## src/hw/rtl/tcpop_pkg.sv

```systemverilog
// Package with the transaction types and option codes of the TCP option parser.
`default_nettype none

package tcpop_pkg;

   localparam int MAX_AREA_BYTES_DEFAULT = 40;

   localparam logic [7:0] KIND_EOL     = 8'd0;
   localparam logic [7:0] KIND_NOP     = 8'd1;
   localparam logic [7:0] KIND_MSS     = 8'd2;
   localparam logic [7:0] KIND_SCALE   = 8'd3;
   localparam logic [7:0] KIND_SACK_OK = 8'd4;
   localparam logic [7:0] KIND_SACK    = 8'd5;
   localparam logic [7:0] KIND_STAMP   = 8'd8;

   localparam logic [7:0] HDR_BYTES    = 8'd2;
   localparam logic [7:0] LEN_MSS      = 8'd4;
   localparam logic [7:0] LEN_SCALE    = 8'd3;
   localparam logic [7:0] LEN_SACK_OK  = 8'd2;
   localparam logic [7:0] LEN_STAMP    = 8'd10;

   localparam logic [7:0] SCALE_LIMIT  = 8'd14;

   localparam int FLAG_MSS     = 0;
   localparam int FLAG_SCALE   = 1;
   localparam int FLAG_STAMP   = 2;
   localparam int FLAG_SACK_OK = 3;
   localparam int FLAG_SACK    = 4;
   localparam int FLAG_COUNT   = 5;

   typedef struct packed {
      logic [7:0] option_byte;
      logic       area_start;
      logic [5:0] area_length;
   } req_type;

   typedef struct packed {
      logic        mss_present;
      logic [15:0] mss_value;
      logic        scale_present;
      logic [3:0]  scale_shift;
      logic        stamp_present;
      logic [31:0] stamp_value;
      logic [31:0] stamp_echo;
      logic        sack_allowed;
      logic        sack_present;
      logic [2:0]  sack_blocks;
      logic [5:0]  sack_offset;
   } rsp_type;

endpackage

`default_nettype wire

```

## src/hw/rtl/tcpop_parse.sv

```systemverilog
// Option walker: parse state registers and the per-byte next-state and record logic.
`default_nettype none

module tcpop_parse
   import tcpop_pkg::*;
#(
   parameter int MAX_AREA_BYTES = MAX_AREA_BYTES_DEFAULT
) (
   input  wire logic    clock,
   input  wire logic    reset,
   input  wire logic    enable,
   input  wire req_type req,
   output logic         emit,
   output rsp_type      result
);

   localparam logic [5:0] AREA_MAX = 6'(MAX_AREA_BYTES);

   logic [5:0]            bytes_left_ff, bytes_left_in;
   logic [5:0]            byte_position_ff, byte_position_in;
   logic                  parse_stopped_ff, parse_stopped_in;
   logic [7:0]            current_kind_ff, current_kind_in;
   logic [7:0]            current_length_ff, current_length_in;
   logic [5:0]            index_in_option_ff, index_in_option_in;
   logic                  current_valid_ff, current_valid_in;
   logic [FLAG_COUNT-1:0] found_flags_ff, found_flags_in;
   logic [15:0]           mss_store_ff, mss_store_in;
   logic [3:0]            scale_store_ff, scale_store_in;
   logic [31:0]           stamp_value_store_ff, stamp_value_store_in;
   logic [31:0]           stamp_echo_store_ff, stamp_echo_store_in;
   logic [2:0]            sack_count_store_ff, sack_count_store_in;
   logic [5:0]            sack_offset_store_ff, sack_offset_store_in;

   logic                  active;
   logic [5:0]            start_len;
   logic [5:0]            left_now;
   logic [5:0]            pos_now;
   logic                  stopped_now;
   logic [5:0]            index_now;
   logic                  valid_now;
   logic [FLAG_COUNT-1:0] flags_now;
   logic [7:0]            b;
   logic [7:0]            len_minus_hdr;
   logic [5:0]            data_index;
   logic [5:0]            index_step;
   logic [4:0]            stamp_shift;

   always_comb begin
      b = req.option_byte;
      active = req.area_start || (bytes_left_ff != 6'd0);

      start_len = req.area_length;
      if (start_len == 6'd0) begin
         start_len = 6'd1;
      end else if (start_len > AREA_MAX) begin
         start_len = AREA_MAX;
      end

      if (req.area_start) begin
         left_now    = start_len;
         pos_now     = 6'd0;
         stopped_now = 1'b0;
         index_now   = 6'd0;
         valid_now   = 1'b0;
         flags_now   = '0;
      end else begin
         left_now    = bytes_left_ff;
         pos_now     = byte_position_ff;
         stopped_now = parse_stopped_ff;
         index_now   = index_in_option_ff;
         valid_now   = current_valid_ff;
         flags_now   = found_flags_ff;
      end

      bytes_left_in        = bytes_left_ff;
      byte_position_in     = byte_position_ff;
      parse_stopped_in     = parse_stopped_ff;
      current_kind_in      = current_kind_ff;
      current_length_in    = current_length_ff;
      index_in_option_in   = index_in_option_ff;
      current_valid_in     = current_valid_ff;
      found_flags_in       = found_flags_ff;
      mss_store_in         = mss_store_ff;
      scale_store_in       = scale_store_ff;
      stamp_value_store_in = stamp_value_store_ff;
      stamp_echo_store_in  = stamp_echo_store_ff;
      sack_count_store_in  = sack_count_store_ff;
      sack_offset_store_in = sack_offset_store_ff;

      len_minus_hdr = b - HDR_BYTES;
      data_index    = index_now - 6'(HDR_BYTES);
      index_step    = index_now + 6'd1;
      stamp_shift   = {2'd3 - data_index[1:0], 3'd0};

      if (active) begin
         parse_stopped_in   = stopped_now;
         index_in_option_in = index_now;
         current_valid_in   = valid_now;
         found_flags_in     = flags_now;

         if (!stopped_now) begin
            if (index_now == 6'd0) begin
               if (b == KIND_EOL) begin
                  parse_stopped_in = 1'b1;
               end else if (b != KIND_NOP) begin
                  if (left_now < 6'(HDR_BYTES)) begin
                     parse_stopped_in = 1'b1;
                  end else begin
                     current_kind_in    = b;
                     index_in_option_in = 6'd1;
                  end
               end
            end else if (index_now == 6'd1) begin
               if (b < HDR_BYTES || b > ({2'd0, left_now} + 8'd1)) begin
                  parse_stopped_in = 1'b1;
               end else begin
                  current_length_in  = b;
                  current_valid_in   = 1'b0;
                  index_in_option_in = (b == HDR_BYTES) ? 6'd0 : 6'd2;
                  case (current_kind_ff)
                     KIND_MSS: begin
                        current_valid_in = (b == LEN_MSS);
                        if (b == LEN_MSS) found_flags_in[FLAG_MSS] = 1'b1;
                     end
                     KIND_SCALE: begin
                        current_valid_in = (b == LEN_SCALE);
                        if (b == LEN_SCALE) found_flags_in[FLAG_SCALE] = 1'b1;
                     end
                     KIND_STAMP: begin
                        current_valid_in = (b == LEN_STAMP);
                        if (b == LEN_STAMP) found_flags_in[FLAG_STAMP] = 1'b1;
                     end
                     KIND_SACK_OK: begin
                        if (b == LEN_SACK_OK) found_flags_in[FLAG_SACK_OK] = 1'b1;
                     end
                     KIND_SACK: begin
                        if (b > HDR_BYTES && len_minus_hdr[2:0] == 3'd0) begin
                           found_flags_in[FLAG_SACK] = 1'b1;
                           sack_count_store_in       = len_minus_hdr[5:3];
                           sack_offset_store_in      = pos_now + 6'd1;
                        end
                     end
                     default: begin
                     end
                  endcase
               end
            end else begin
               if (valid_now) begin
                  case (current_kind_ff)
                     KIND_MSS: begin
                        if (data_index == 6'd0) begin
                           mss_store_in[15:8] = b;
                        end else begin
                           mss_store_in[7:0] = b;
                        end
                     end
                     KIND_SCALE: begin
                        scale_store_in = (b < SCALE_LIMIT) ? b[3:0] : SCALE_LIMIT[3:0];
                     end
                     KIND_STAMP: begin
                        if (data_index < 6'd4) begin
                           stamp_value_store_in = (stamp_value_store_ff
                              & ~(32'hFF << stamp_shift)) | ({24'd0, b} << stamp_shift);
                        end else begin
                           stamp_echo_store_in = (stamp_echo_store_ff
                              & ~(32'hFF << stamp_shift)) | ({24'd0, b} << stamp_shift);
                        end
                     end
                     default: begin
                     end
                  endcase
               end
               if ({2'd0, index_step} >= current_length_ff) begin
                  index_in_option_in = 6'd0;
               end else begin
                  index_in_option_in = index_step;
               end
            end
         end

         byte_position_in = pos_now + 6'd1;
         bytes_left_in    = left_now - 6'd1;
      end

      emit = active && (bytes_left_in == 6'd0);

      result.mss_present   = found_flags_in[FLAG_MSS];
      result.mss_value     = found_flags_in[FLAG_MSS] ? mss_store_in : 16'd0;
      result.scale_present = found_flags_in[FLAG_SCALE];
      result.scale_shift   = found_flags_in[FLAG_SCALE] ? scale_store_in : 4'd0;
      result.stamp_present = found_flags_in[FLAG_STAMP];
      result.stamp_value   = found_flags_in[FLAG_STAMP] ? stamp_value_store_in : 32'd0;
      result.stamp_echo    = found_flags_in[FLAG_STAMP] ? stamp_echo_store_in : 32'd0;
      result.sack_allowed  = found_flags_in[FLAG_SACK_OK];
      result.sack_present  = found_flags_in[FLAG_SACK];
      result.sack_blocks   = found_flags_in[FLAG_SACK] ? sack_count_store_in : 3'd0;
      result.sack_offset   = found_flags_in[FLAG_SACK] ? sack_offset_store_in : 6'd0;
   end

   always_ff @(posedge clock) begin
      if (reset) begin
         bytes_left_ff        <= '0;
         byte_position_ff     <= '0;
         parse_stopped_ff     <= 1'b0;
         current_kind_ff      <= '0;
         current_length_ff    <= '0;
         index_in_option_ff   <= '0;
         current_valid_ff     <= 1'b0;
         found_flags_ff       <= '0;
         mss_store_ff         <= '0;
         scale_store_ff       <= '0;
         stamp_value_store_ff <= '0;
         stamp_echo_store_ff  <= '0;
         sack_count_store_ff  <= '0;
         sack_offset_store_ff <= '0;
      end else if (enable) begin
         bytes_left_ff        <= bytes_left_in;
         byte_position_ff     <= byte_position_in;
         parse_stopped_ff     <= parse_stopped_in;
         current_kind_ff      <= current_kind_in;
         current_length_ff    <= current_length_in;
         index_in_option_ff   <= index_in_option_in;
         current_valid_ff     <= current_valid_in;
         found_flags_ff       <= found_flags_in;
         mss_store_ff         <= mss_store_in;
         scale_store_ff       <= scale_store_in;
         stamp_value_store_ff <= stamp_value_store_in;
         stamp_echo_store_ff  <= stamp_echo_store_in;
         sack_count_store_ff  <= sack_count_store_in;
         sack_offset_store_ff <= sack_offset_store_in;
      end
   end

endmodule

`default_nettype wire

```

## src/hw/rtl/tcp_option_parser.sv

```systemverilog
// Top level of the TCP option parser: request handshake and registered result stage.
//
// The parser takes one option-area byte per cycle while req_ready is high and produces
// one record when the last byte of an area is taken. The parse state advances in a
// single pass of logic per byte, and the record lands in a result register in the cycle
// after the area's last byte is accepted. A new byte is accepted while a finished record
// waits, as long as that record is taken in the same cycle or the result register is
// empty. Areas longer than MAX_AREA_BYTES are cut to that length.
`default_nettype none

module tcp_option_parser
   import tcpop_pkg::*;
#(
   parameter int MAX_AREA_BYTES = MAX_AREA_BYTES_DEFAULT
) (
   input  wire logic    clock,
   input  wire logic    reset,
   input  wire logic    req_valid,
   output logic         req_ready,
   input  wire req_type req_data,
   output logic         rsp_valid,
   input  wire logic    rsp_ready,
   output rsp_type      rsp_data
);

   logic    rsp_valid_ff, rsp_valid_in;
   rsp_type rsp_data_ff;
   logic    accept;
   logic    emit;
   rsp_type result;

   tcpop_parse #(
      .MAX_AREA_BYTES(MAX_AREA_BYTES)
   ) u_parse (
      .clock  (clock),
      .reset  (reset),
      .enable (accept),
      .req    (req_data),
      .emit   (emit),
      .result (result)
   );

   assign req_ready = !rsp_valid_ff || rsp_ready;
   assign accept    = req_valid && req_ready;
   assign rsp_valid = rsp_valid_ff;
   assign rsp_data  = rsp_data_ff;

   always_comb begin
      if (accept) begin
         rsp_valid_in = emit;
      end else begin
         rsp_valid_in = rsp_valid_ff && !rsp_ready;
      end
   end

   always_ff @(posedge clock) begin
      if (reset) begin
         rsp_valid_ff <= 1'b0;
      end else begin
         rsp_valid_ff <= rsp_valid_in;
      end
   end

   always_ff @(posedge clock) begin
      if (accept && emit) begin
         rsp_data_ff <= result;
      end
   end

endmodule

`default_nettype wire

```

## config.mk

```make
export PLATFORM = sky130hd
export DESIGN_NAME = tcp_option_parser
export DESIGN_NICKNAME = d
export VERILOG_FILES = /design/src/hw/rtl/tcpop_pkg.sv /design/src/hw/rtl/tcpop_parse.sv /design/src/hw/rtl/tcp_option_parser.sv
export SDC_FILE = /design/constraint.sdc
export NUM_CORES = 1
export LEC_CHECK = 0
export ABC_AREA = 1
export BUFFER_PORTS_ARGS = -buffer_cell sky130_fd_sc_hd__buf_2
export CAP_MARGIN = 20
export CORE_ASPECT_RATIO = 0.5
export CORE_MARGIN = 4
export CORE_UTILIZATION = 30
export CTS_CLUSTER_DIAMETER = 30
export DETAILED_ROUTE_END_ITERATION = 10
export PLACE_DENSITY = 0.55
export SLEW_MARGIN = 20
export SYNTH_ARGS = -nofsm -noshare
export SYNTH_HDL_FRONTEND = slang
export SYNTH_SLANG_ARGS = --single-unit
```

## constraint.sdc

```tcl
create_clock -name clock -period 5 [get_ports clock]
set_input_delay 1 -clock clock [delete_from_list [all_inputs] [get_ports clock]]
set_output_delay 1 -clock clock [all_outputs]
set_load 0.05 [all_outputs]
```

==> impl_metrics.ini, run 1 <==
[flow_run]
maxCapViolCount = 0

[grt]
grt_antenna_before_repair = 2
track_usage = 0.1509
grt_pass1_vias = 9590
grt_max_degree = 78
grt-ovfl-total = 0
grt_pass1_wl_mm = 52.84

[setup_path]
crit_type = in -> reg
cp_common_cell = nand2_1
start_kind = input pin
cp_slowest_cell = nand2_2
cp_num_buf_inv = 3
worstPathArrival_ps = 4100
slowest_delay_ps = 320
crit_chain = buf_2, o21ai_0, nand3_1, nand2_1, inv_1, nor3_1, nand3_1, xor2_1, ha_1, nand2_1, nor3_1, nand2_1, nand2_1, nand2_1, nand2_2, o21ai_2, inv_1, nor2_1
critPathCaptureType = register
crit_required_ps = 5270
cp_max_fo = 15
crit_family = simple AND/OR/NAND/NOR gates

[floorplan]
die_h_um = 149.5
rows = 51
initial_core_util = 0.3066
die_width_um = 291.0
dieArea_sq_um = 43510
pin_count = 119
fp.coreArea_sq_um = 39180

[placement]
port_buffers = 118
dp_hpwl_mm = 22.60
gp_congestion = 0.8551

[route]
routedWlPerCell_um = 14.39
vias = 10392
drc = 0
dr.pass1.iters = 5
vias_per_cell = 4.468
ant_nets = 0
wl_mm = 33.47
drt_iter0_markers = 747

[clock_tree]
clk_pin_slew_worst_paths_ps = 50
cts.sinks = 233
cts_hold_buf = 0
htree_levels = 2
cts_tree = built
clockBufferDepth = 3
numCtsBuffers = 44
worstSkewPairLatency_ps = 550
cts-root-buf = clkbuf_16
cts_resized = 0
post_cts_buffers = 0

[cells_and_area]
fill_cells = 4071
final_core_util = 0.3707
diodes = 0
drive_above_1_share = 0.1498
area_delta_synth_final_pct = 20.89
num-nets-final = 1805

[outcome]
run_status = completed

[yosys]
netlist_area_sq_um = 12010
synth_edf_count = 98
synth_top_area_share = 0.2449
syn_nets = 1691
synthCells = 1648
async_reset_ff_frac = 0
synth.area.top_cells = edfxtp_1, dfxtp_1, nand2_1
ys_types = 44
synth_flop_cell = dfxtp_1
synth-seq-cells = 233
yosysWarningCount = 0
yosys.area.top_type = edfxtp_1
ys_seq_area_frac = 0.4699
synth_area_per_cell_sq_um = 7.290

[timing]
finalCritPeriodShare = 0.7645
period_minus_slack_ps = 3823
setup_tns_ps = 0
clock.fmax_mhz = 261.6
slew_viol_final = 0
slew_headroom = 0.3578
max_slew.worst_pin.slew_ps = 962.2
hold_violations = 0
setup_violations = 0
rsz0062_at_grt = false
fin_skew_ps = 19.66

[hold_path]
hp-class = reg -> reg

[pwr]
peakVddDrop_mv = 0.2287
power.density_nw_per_um2 = 388.4
leakagePower_nw = 7.003
power_mw = 5.640
==> cell type report <==
cell class | count | area, sq um | share of cell area
Clock buffer | 56 | 1206 | 0.08305
Clock inverter | 24 | 245.2 | 0.01688
Inverter | 256 | 970.9 | 0.06685
Multi-Input combinational cell | 1092 | 5047 | 0.3475
Sequential cell | 233 | 5645 | 0.3887
Tap cell | 530 | 663.1 | 0.04566
Timing Repair Buffer | 135 | 745.7 | 0.05134
==> power breakdown <==
part           internal (mW)  leakage (nW)  switching, mW
Sequential              2.07          1.84         0.0491
Combinational          0.184          4.47          0.450
Clock                   1.87         0.696           1.02
Total                   4.12          7.00           1.52
==> tightest hold or removal path: cells and delay by family (launching register included) <==
family           cells  cell delay, ps
AND/OR/NAND/NOR      2              90
flip-flops           1             310
==> synth_stat cells (7+ instances only) <==
cell type and instances:
nand2_1 430, nor2_1 280, inv_1 234, dfxtp_1 135, nand3_1 112, edfxtp_1 98, a21oi_1 57, o21ai_1 41
clkbuf_1 38, o21ai_0 34, nor3_1 29, ha_1 24, inv_2 20, nand4_1 13, xor2_1 12, buf_6 10
nand2_2 10, buf_4 7, nor2_4 7, o21ai_2 7
==> per-layer routing <==
metal | part of all wire | GRT usage | up-vias
li1 | - | - | 5397
met1 | 0.48 | 0.2068 | 4733
met2 | 0.45 | 0.2426 | 207
met3 | 0.052 | 0.03233 | 51
met4 | 0.019 | 0.04177 | 4
met5 | 0.00066 | 0 | -
==> path summary, 6_finish.rpt <==
check                          startpoint                           end  slack [ps]  depth (start not counted)
max                           req_data[4]                   rsp_data[7]        1180                         18
min          u_parse.current_length_ff[7]  u_parse.current_length_ff[7]         440                          2
max reg2reg      u_parse.bytes_left_ff[0]                   rsp_data[7]        1660                         16
min reg2reg  u_parse.current_length_ff[7]  u_parse.current_length_ff[7]         440                          2
==> stage by stage <==
step	worst slack (ps)	cell area [sq um]	hold WS (ps)	cells
5_1_grt	780.6	14520	476.4	2326
3_5_place_dp	669.2	13070	433.6	2246
3_3_place_gp	710.9	13070	429.8	2246
4_1_cts	1219	14520	441.2	2326
2_1_floorplan	205.2	12010	419.0	1648
6_report	1177	14520	438.2	2326
==> layout by cell type (no fill, tap or decap), drive strengths merged, types with 14 or more instances in the layout <==
master / instances
buf: 135
nand4: 14
nand3: 116
ha: 24
clkbuf: 56
nor2: 290
inv: 259
nor3: 31
dfxtp: 135
nand2: 442
a21oi: 57
o21ai: 82
edfxtp: 98
==> logic make-up after synthesis <==
kind of cell	count (synthesis)	synth area share
simple gates	901	0.3146
buf+inv	323	0.1104
flops	233	0.4699
compound gates	151	0.06842
fa+ha+maj	24	0.02499
xor+xnor	16	0.01166
==> registers in the layout, summed over array words and instances (netlist names) <==
name,count
u_parse.byte_position_ff,6
u_parse.sack_count_store_ff,3
rsp_valid,1
u_parse.stamp_value_store_ff,32
u_parse.stamp_echo_store_ff,32
u_parse.scale_store_ff,4
u_parse.parse_stopped_ff,1
u_parse.current_kind_ff,8
u_parse.mss_store_ff,16
u_parse.bytes_left_ff,6
u_parse.sack_offset_store_ff,6
u_parse.current_length_ff,8
u_parse.found_flags_ff,5
u_parse.index_in_option_ff,6
u_parse.current_valid_ff,1
rsp_data,98
Power figures use the tool's default switching activity.
==> run 2: changes to the inputs <==
--- a/config.mk
+++ b/config.mk
@@ -5,7 +5,7 @@
 export SDC_FILE = /design/constraint.sdc
 export NUM_CORES = 1
 export LEC_CHECK = 0
-export ABC_AREA = 1
+export ABC_AREA = 0
 export BUFFER_PORTS_ARGS = -buffer_cell sky130_fd_sc_hd__buf_2
 export CAP_MARGIN = 20
 export CORE_ASPECT_RATIO = 0.5
@@ -13,7 +13,7 @@
 export CORE_UTILIZATION = 30
 export CTS_CLUSTER_DIAMETER = 30
 export DETAILED_ROUTE_END_ITERATION = 10
-export PLACE_DENSITY = 0.55
+export PLACE_DENSITY = 0.53
 export SLEW_MARGIN = 20
 export SYNTH_ARGS = -nofsm -noshare
 export SYNTH_HDL_FRONTEND = slang
==> constraint.sdc (replaced) <==
create_clock -name clock -period 3.9 [get_ports clock]
set_input_delay 0.78 -clock clock [delete_from_list [all_inputs] [get_ports clock]]
set_output_delay 0.78 -clock clock [all_outputs]
set_load 0.05 [all_outputs]
==> run 2 against run 1 <==
Register-to-register slack got worse by 910 ps. Clock skew rose by 6.4 ps. Cell area fell by 6.8%. Global-route usage rose by 0.24 points. Cell count fell by 28%. Count of clock-buffer cells in the layout fell by 9. Synthesized area fell by 10%. Synthesized cell count fell by 38%. Hold slack improved by 12 ps. Critical path depth fell by 2. Die area fell by 9.7%. Largest cell class unchanged. Largest power group unchanged.
==> impl_metrics.ini, run 2 <==
[outcome]
run_status = completed

[grt]
grt_antenna_before_repair = 0
grt_max_degree = 74
track_usage = 0.1533
grt-ovfl-total = 0
grt_pass1_vias = 8884
grt_pass1_wl_mm = 48.82

[placement]
pre_cts_slack_ps = -81.32
port_buffers = 118
dp_hpwl_mm = 20.78
gp_congestion = 0.8595

[yosys]
syn_nets = 1063
synth-seq-cells = 233
synth_top_area_share = 0.2726
netlist_area_sq_um = 10800
synth_edf_count = 98
synth-xor-area-share = 0.01541
synth_mux_area_frac = 0.05087
synth_flop_cell = dfxtp_1
ys_types = 77
synth_top_family_by_area = compound AO/OA/AOI/OAI gates
synth_fa_ha_area_frac = 0.02781
async_reset_ff_frac = 0
synth-simple-area-share = 0.1539
yosysWarningCount = 0
synth_compound_area_frac = 0.1833
synthTopCellsByCount = nor2_1, dfxtp_1, edfxtp_1, a22oi_1, a22o_1
synth_area_per_cell_sq_um = 10.58
synthCells = 1020
ys_seq_area_frac = 0.5229
yosys.area.top_type = edfxtp_1
synth.area.top_cells = edfxtp_1, dfxtp_1, nor2_1
yosys.cell_count.top_type = nor2_1

[cells_and_area]
final_cell_mix = nor2_1, dfxtp_1, buf_2
layout_commonest_cell = nor2_1
diodes = 0
drive_above_1_share = 0.2330
num-nets-final = 1204
layout.area.seq_sq_um = 5645
multiInputGateArea_sq_um = 4691
largest_register_ff_count = 98
area_delta_synth_final_pct = 25.39
fill_cells = 3429

[route]
ant_nets = 0
routedWlPerCell_um = 18.20
wl_mm = 30.36
dr.pass1.iters = 6
drc = 0
vias = 8513
drt_iter0_markers = 536
vias_per_cell = 5.104

[timing]
setup_ws_ps = 452.1
finalCritPeriodShare = 0.8841
slew_headroom = 0.3292
holdWs_ps = 450.3
max_slew.worst_pin.slew_ps = 1003
setup_violations = 0
slew_viol_final = 0
hold_violations = 0
fin_skew_ps = 26.03
period_minus_slack_ps = 3448
rsz0062_at_grt = false
clock.fmax_mhz = 290.0
setup_tns_ps = 0

[setup_path]
crit_required_ps = 4170
crit_type = in -> reg
cp_num_buf_inv = 4
crit_chain = buf_2, o21ai_0, nand3_1, o21ai_0, inv_1, nor3_1, xnor2_1, ha_1, and2_1, o21ai_0, a221o_1, nand4_1, buf_4, a2bb2oi_4, buf_12, nor2_1
critPathCaptureType = register
cp_slowest_cell = a221o_1
cp_max_fo = 53
crit_family = compound AO/OA/AOI/OAI gates
worstPathArrival_ps = 3710
slowest_delay_ps = 330
cp_common_cell = o21ai_0
start_kind = input pin

[clock_tree]
cts_hold_buf = 0
post_cts_buffers = 0
cts.sinks = 233
clockBufferDepth = 3
worstSkewPairLatency_ps = 540
numCtsBuffers = 40
clk_pin_slew_worst_paths_ps = 50
cts_resized = 0
cts-root-buf = clkbuf_16
htree_levels = 2
cts_tree = built

[floorplan]
initial_core_util = 0.3089
die_width_um = 276.3
rows = 48
dieArea_sq_um = 39270
pin_count = 119
die_h_um = 142.1
fp.coreArea_sq_um = 34950

[pwr]
leakagePower_nw = 4.886
peakVddDrop_mv = 0.2486
power.density_nw_per_um2 = 492.0

[flow_run]
maxCapViolCount = 0

[hold_path]
hp-class = reg -> reg
run 2: logic make-up after synthesis:
kind of cell    Yosys count
buf+inv                 112
flops                   233
mux                      54
fa+ha+maj                24
compound gates          246
xor+xnor                 19
simple gates            332
run 2: final cells by class:
type / instances / share of cell area
flip-flops and latches: 233 / 0.4170
inverters: 43 / 0.01192
multi-input cells: 675 / 0.3465
repair buffers: 168 / 0.07782
clock buffers: 47 / 0.07976
clock inverters: 27 / 0.02311
well taps: 475 / 0.04390
run 2: report_power, final:
group	internal, mW	total [mW]	switching (mW)
Sequential	2.56	2.59	0.0248
Combinational	0.143	0.465	0.322
Clock	2.34	3.61	1.27
run 2: metal layers:
layer,routed length [um],global-route usage
met1,13510,0.1930
met2,14990,0.2660
met3,1283,0.03213
met4,574,0.05140
met5,0,0
run 2: path summary, 6_finish.rpt:
| path | endpoint | depth (start not counted) | slack, ps | startpoint |
|---|---|---|---|---|
| hold / removal | u_parse.found_flags_ff[4] | 2 | 450 | u_parse.found_flags_ff[4] |
| hold reg to reg | u_parse.found_flags_ff[4] | 2 | 450 | u_parse.found_flags_ff[4] |
| setup reg to reg | rsp_data[49] | 7 | 750 | u_parse.index_in_option_ff[2] |
| setup / recovery | rsp_data[49] | 16 | 450 | req_data[4] |
run 2: metrics by stage:
| stage | std cells | total power, mW | utilization | cell area (sq um) |
|---|---|---|---|---|
| 2_1_floorplan | 1020 | 2.933 | - | 10820 |
| 3_3_place_gp | 1594 | 3.092 | 0.3475 | 12150 |
| 3_5_place_dp | 1594 | 3.099 | 0.3475 | 12150 |
| 4_1_cts | 1668 | 6.732 | 0.3873 | 13540 |
| 5_1_grt | 1668 | 6.896 | 0.3873 | 13540 |
| 6_report | 1668 | 6.661 | 0.3873 | 13540 |
run 2: worst register-to-register path, delay by kind of cell, from the launching register on:
kind | cells | cell delay [ps]
adder cells (fa/ha/maj) | 1 | 320
flip-flops | 1 | 440
AO/OA/AOI/OAI | 2 | 1200
AND/OR/NAND/NOR | 4 | 930
==> run 3: changes to the inputs <==
--- a/config.mk
+++ b/config.mk
@@ -10,10 +10,10 @@
 export CAP_MARGIN = 20
 export CORE_ASPECT_RATIO = 0.5
 export CORE_MARGIN = 4
-export CORE_UTILIZATION = 30
+export CORE_UTILIZATION = 59
 export CTS_CLUSTER_DIAMETER = 30
 export DETAILED_ROUTE_END_ITERATION = 10
-export PLACE_DENSITY = 0.53
+export PLACE_DENSITY = 0.87
 export SLEW_MARGIN = 20
 export SYNTH_ARGS = -nofsm -noshare
 export SYNTH_HDL_FRONTEND = slang
==> run 3 against run 2 <==
Utilization rose by 34 points. Non-clock buffer count fell by 12. Worst setup slack improved by 27 ps. Combinational power fell by 2%. Critical path depth fell by 1. Total power fell by 12%. Sequential power barely moved. First-iteration DRC count rose by 77%. Critical path type unchanged. Critical endpoint is now rsp_data[12]. Largest power group unchanged. Highest routed layer is now met5.
==> impl_metrics.ini, run 3 (synthesis gave the netlist of run 2 again) <==
[floorplan]
dieArea_sq_um = 20660
rows = 34
pin_count = 119
fp.coreArea_sq_um = 17650
initial_core_util = 0.6116
die_width_um = 199.3
die_h_um = 103.7

[route]
drc = 0
wl_mm = 28.87
drt_iter0_markers = 950
dr.pass1.iters = 5
ant_nets = 0
routedWlPerCell_um = 20.64
vias = 8876
vias_per_cell = 6.345

[flow_run]
maxCapViolCount = 0

[timing]
holdWs_ps = 462.5
clock.fmax_mhz = 292.3
rsz0062_at_grt = false
period_minus_slack_ps = 3421
max_slew.worst_pin.slew_ps = 1122
finalCritPeriodShare = 0.8772
setup_violations = 0
setup_ws_ps = 478.9
slew_viol_final = 0
fin_skew_ps = 14.33
hold_violations = 0
slew_headroom = 0.2495

[clock_tree]
cts.sinks = 233
numCtsBuffers = 30
cts_tree = built
post_cts_buffers = 0
cts-root-buf = clkbuf_16
clk_pin_slew_worst_paths_ps = 60
cts_resized = 0
cts_hold_buf = 0
worstSkewPairLatency_ps = 550
clockBufferDepth = 3
htree_levels = 1

[setup_path]
start_kind = input pin
reg2reg_setup_slack_ps = 640
crit_required_ps = 4190
critPathCaptureType = register
worstPathArrival_ps = 3710
rr_endpoint = rsp_data[51]
cp_max_fo = 65
crit_type = in -> reg
rr_worst_depth = 8
rr_startpoint = u_parse.index_in_option_ff[2]

[grt]
grt_pass1_wl_mm = 46.00
grt_pass1_vias = 8858
grt_antenna_before_repair = 3
track_usage = 0.2728
grt-ovfl-total = 0
grt_max_degree = 66

[cells_and_area]
num-nets-final = 1182
final_cell_mix = nor2_1, dfxtp_1, buf_2
final_core_util = 0.7225
area_delta_synth_final_pct = 18.15
layout_commonest_cell = nor2_1
largest_register_ff_count = 98
design_area_sq_um = 12760
drive_above_1_share = 0.2141

[pwr]
power.density_nw_per_um2 = 459.0
peakVddDrop_mv = 0.3617
leakagePower_nw = 4.642

[placement]
gp_congestion = 0.9281
port_buffers = 118
pre_cts_slack_ps = -13.34
placed_area_sq_um = 11720
dp_hpwl_mm = 18.28

[hold_path]
hp-class = reg -> reg
min_from = u_parse.found_flags_ff[4]
hold-path-cell-count = 2
min_to = u_parse.found_flags_ff[4]

[outcome]
run_status = completed
==> run 3: cell types whose count changed in the layout (fill, tap and decap cells not counted), moves of 3 or more <==
| cell | change |
|---|---|
| clkinv_2 | -5 |
| buf_12 | -3 |
| clkinvlp_4 | -3 |
| clkinv_4 | +4 |
| buf_4 | -9 |
| clkbuf_16 | -12 |
==> run 3: cell type report <==
cell class | instances | area [sq um]
Inverter | 43 | 161.4
Clock buffer | 36 | 783.3
Sequential cell | 233 | 5645
Timing Repair Buffer | 156 | 925.9
Fill cell | 1221 | 4898
Clock inverter | 20 | 251.5
Multi-Input combinational cell | 675 | 4691
Tap cell | 234 | 292.8
Antenna cell | 2 | 5.005
==> run 3: per-layer routing <==
layer  global-route usage  vias up  routed length (um)
li1                     -     4013                   -
met1               0.3764     4250               12060
met2               0.4171      507               13080
met3              0.06617      100                2761
met4               0.1054        6                 933
met5                    0        -                  39
==> run 3: how the worst max path moves through the flow <==
stage                startpoint                        end  cells after the start
floorplan           req_data[6]               rsp_data[11]                     17
global placement    req_data[5]               rsp_data[13]                     15
detailed placement  req_data[4]               rsp_data[12]                     15
CTS                 req_data[4]               rsp_data[59]                     15
global route        req_data[4]  u_parse.found_flags_ff[3]                     14
finish              req_data[4]               rsp_data[12]                     15
==> run 3: through the flow <==
| step | TNS, ps | total power, mW | std cells |
|---|---|---|---|
| 6_report | 0 | 5.855 | 1399 |
| 2_1_floorplan | 0 | 2.933 | 1020 |
| 3_5_place_dp | -19.47 | 3.074 | 1341 |
| 3_3_place_gp | 0 | 3.058 | 1341 |
| 5_1_grt | 0 | 6.000 | 1397 |
| 4_1_cts | 0 | 5.853 | 1397 |
==> run 3: critical path, stage by stage <==
cell and delay (ps):
buf_2 130, nor2_1 170, o21ai_0 120, a31oi_1 370
inv_1 100, nor3_1 180, xnor2_1 100, ha_1 320
and2_1 150, o21ai_0 90, a221o_1 310, nand4_1 240
a2bb2oi_4 220, buf_12 260, nor2_1 110
==> run 3: report_power, final <==
part	total, mW	internal (mW)	switching [mW]
clock network	2.81	1.68	1.14
registers	2.58	2.56	0.0242
logic	0.458	0.135	0.323
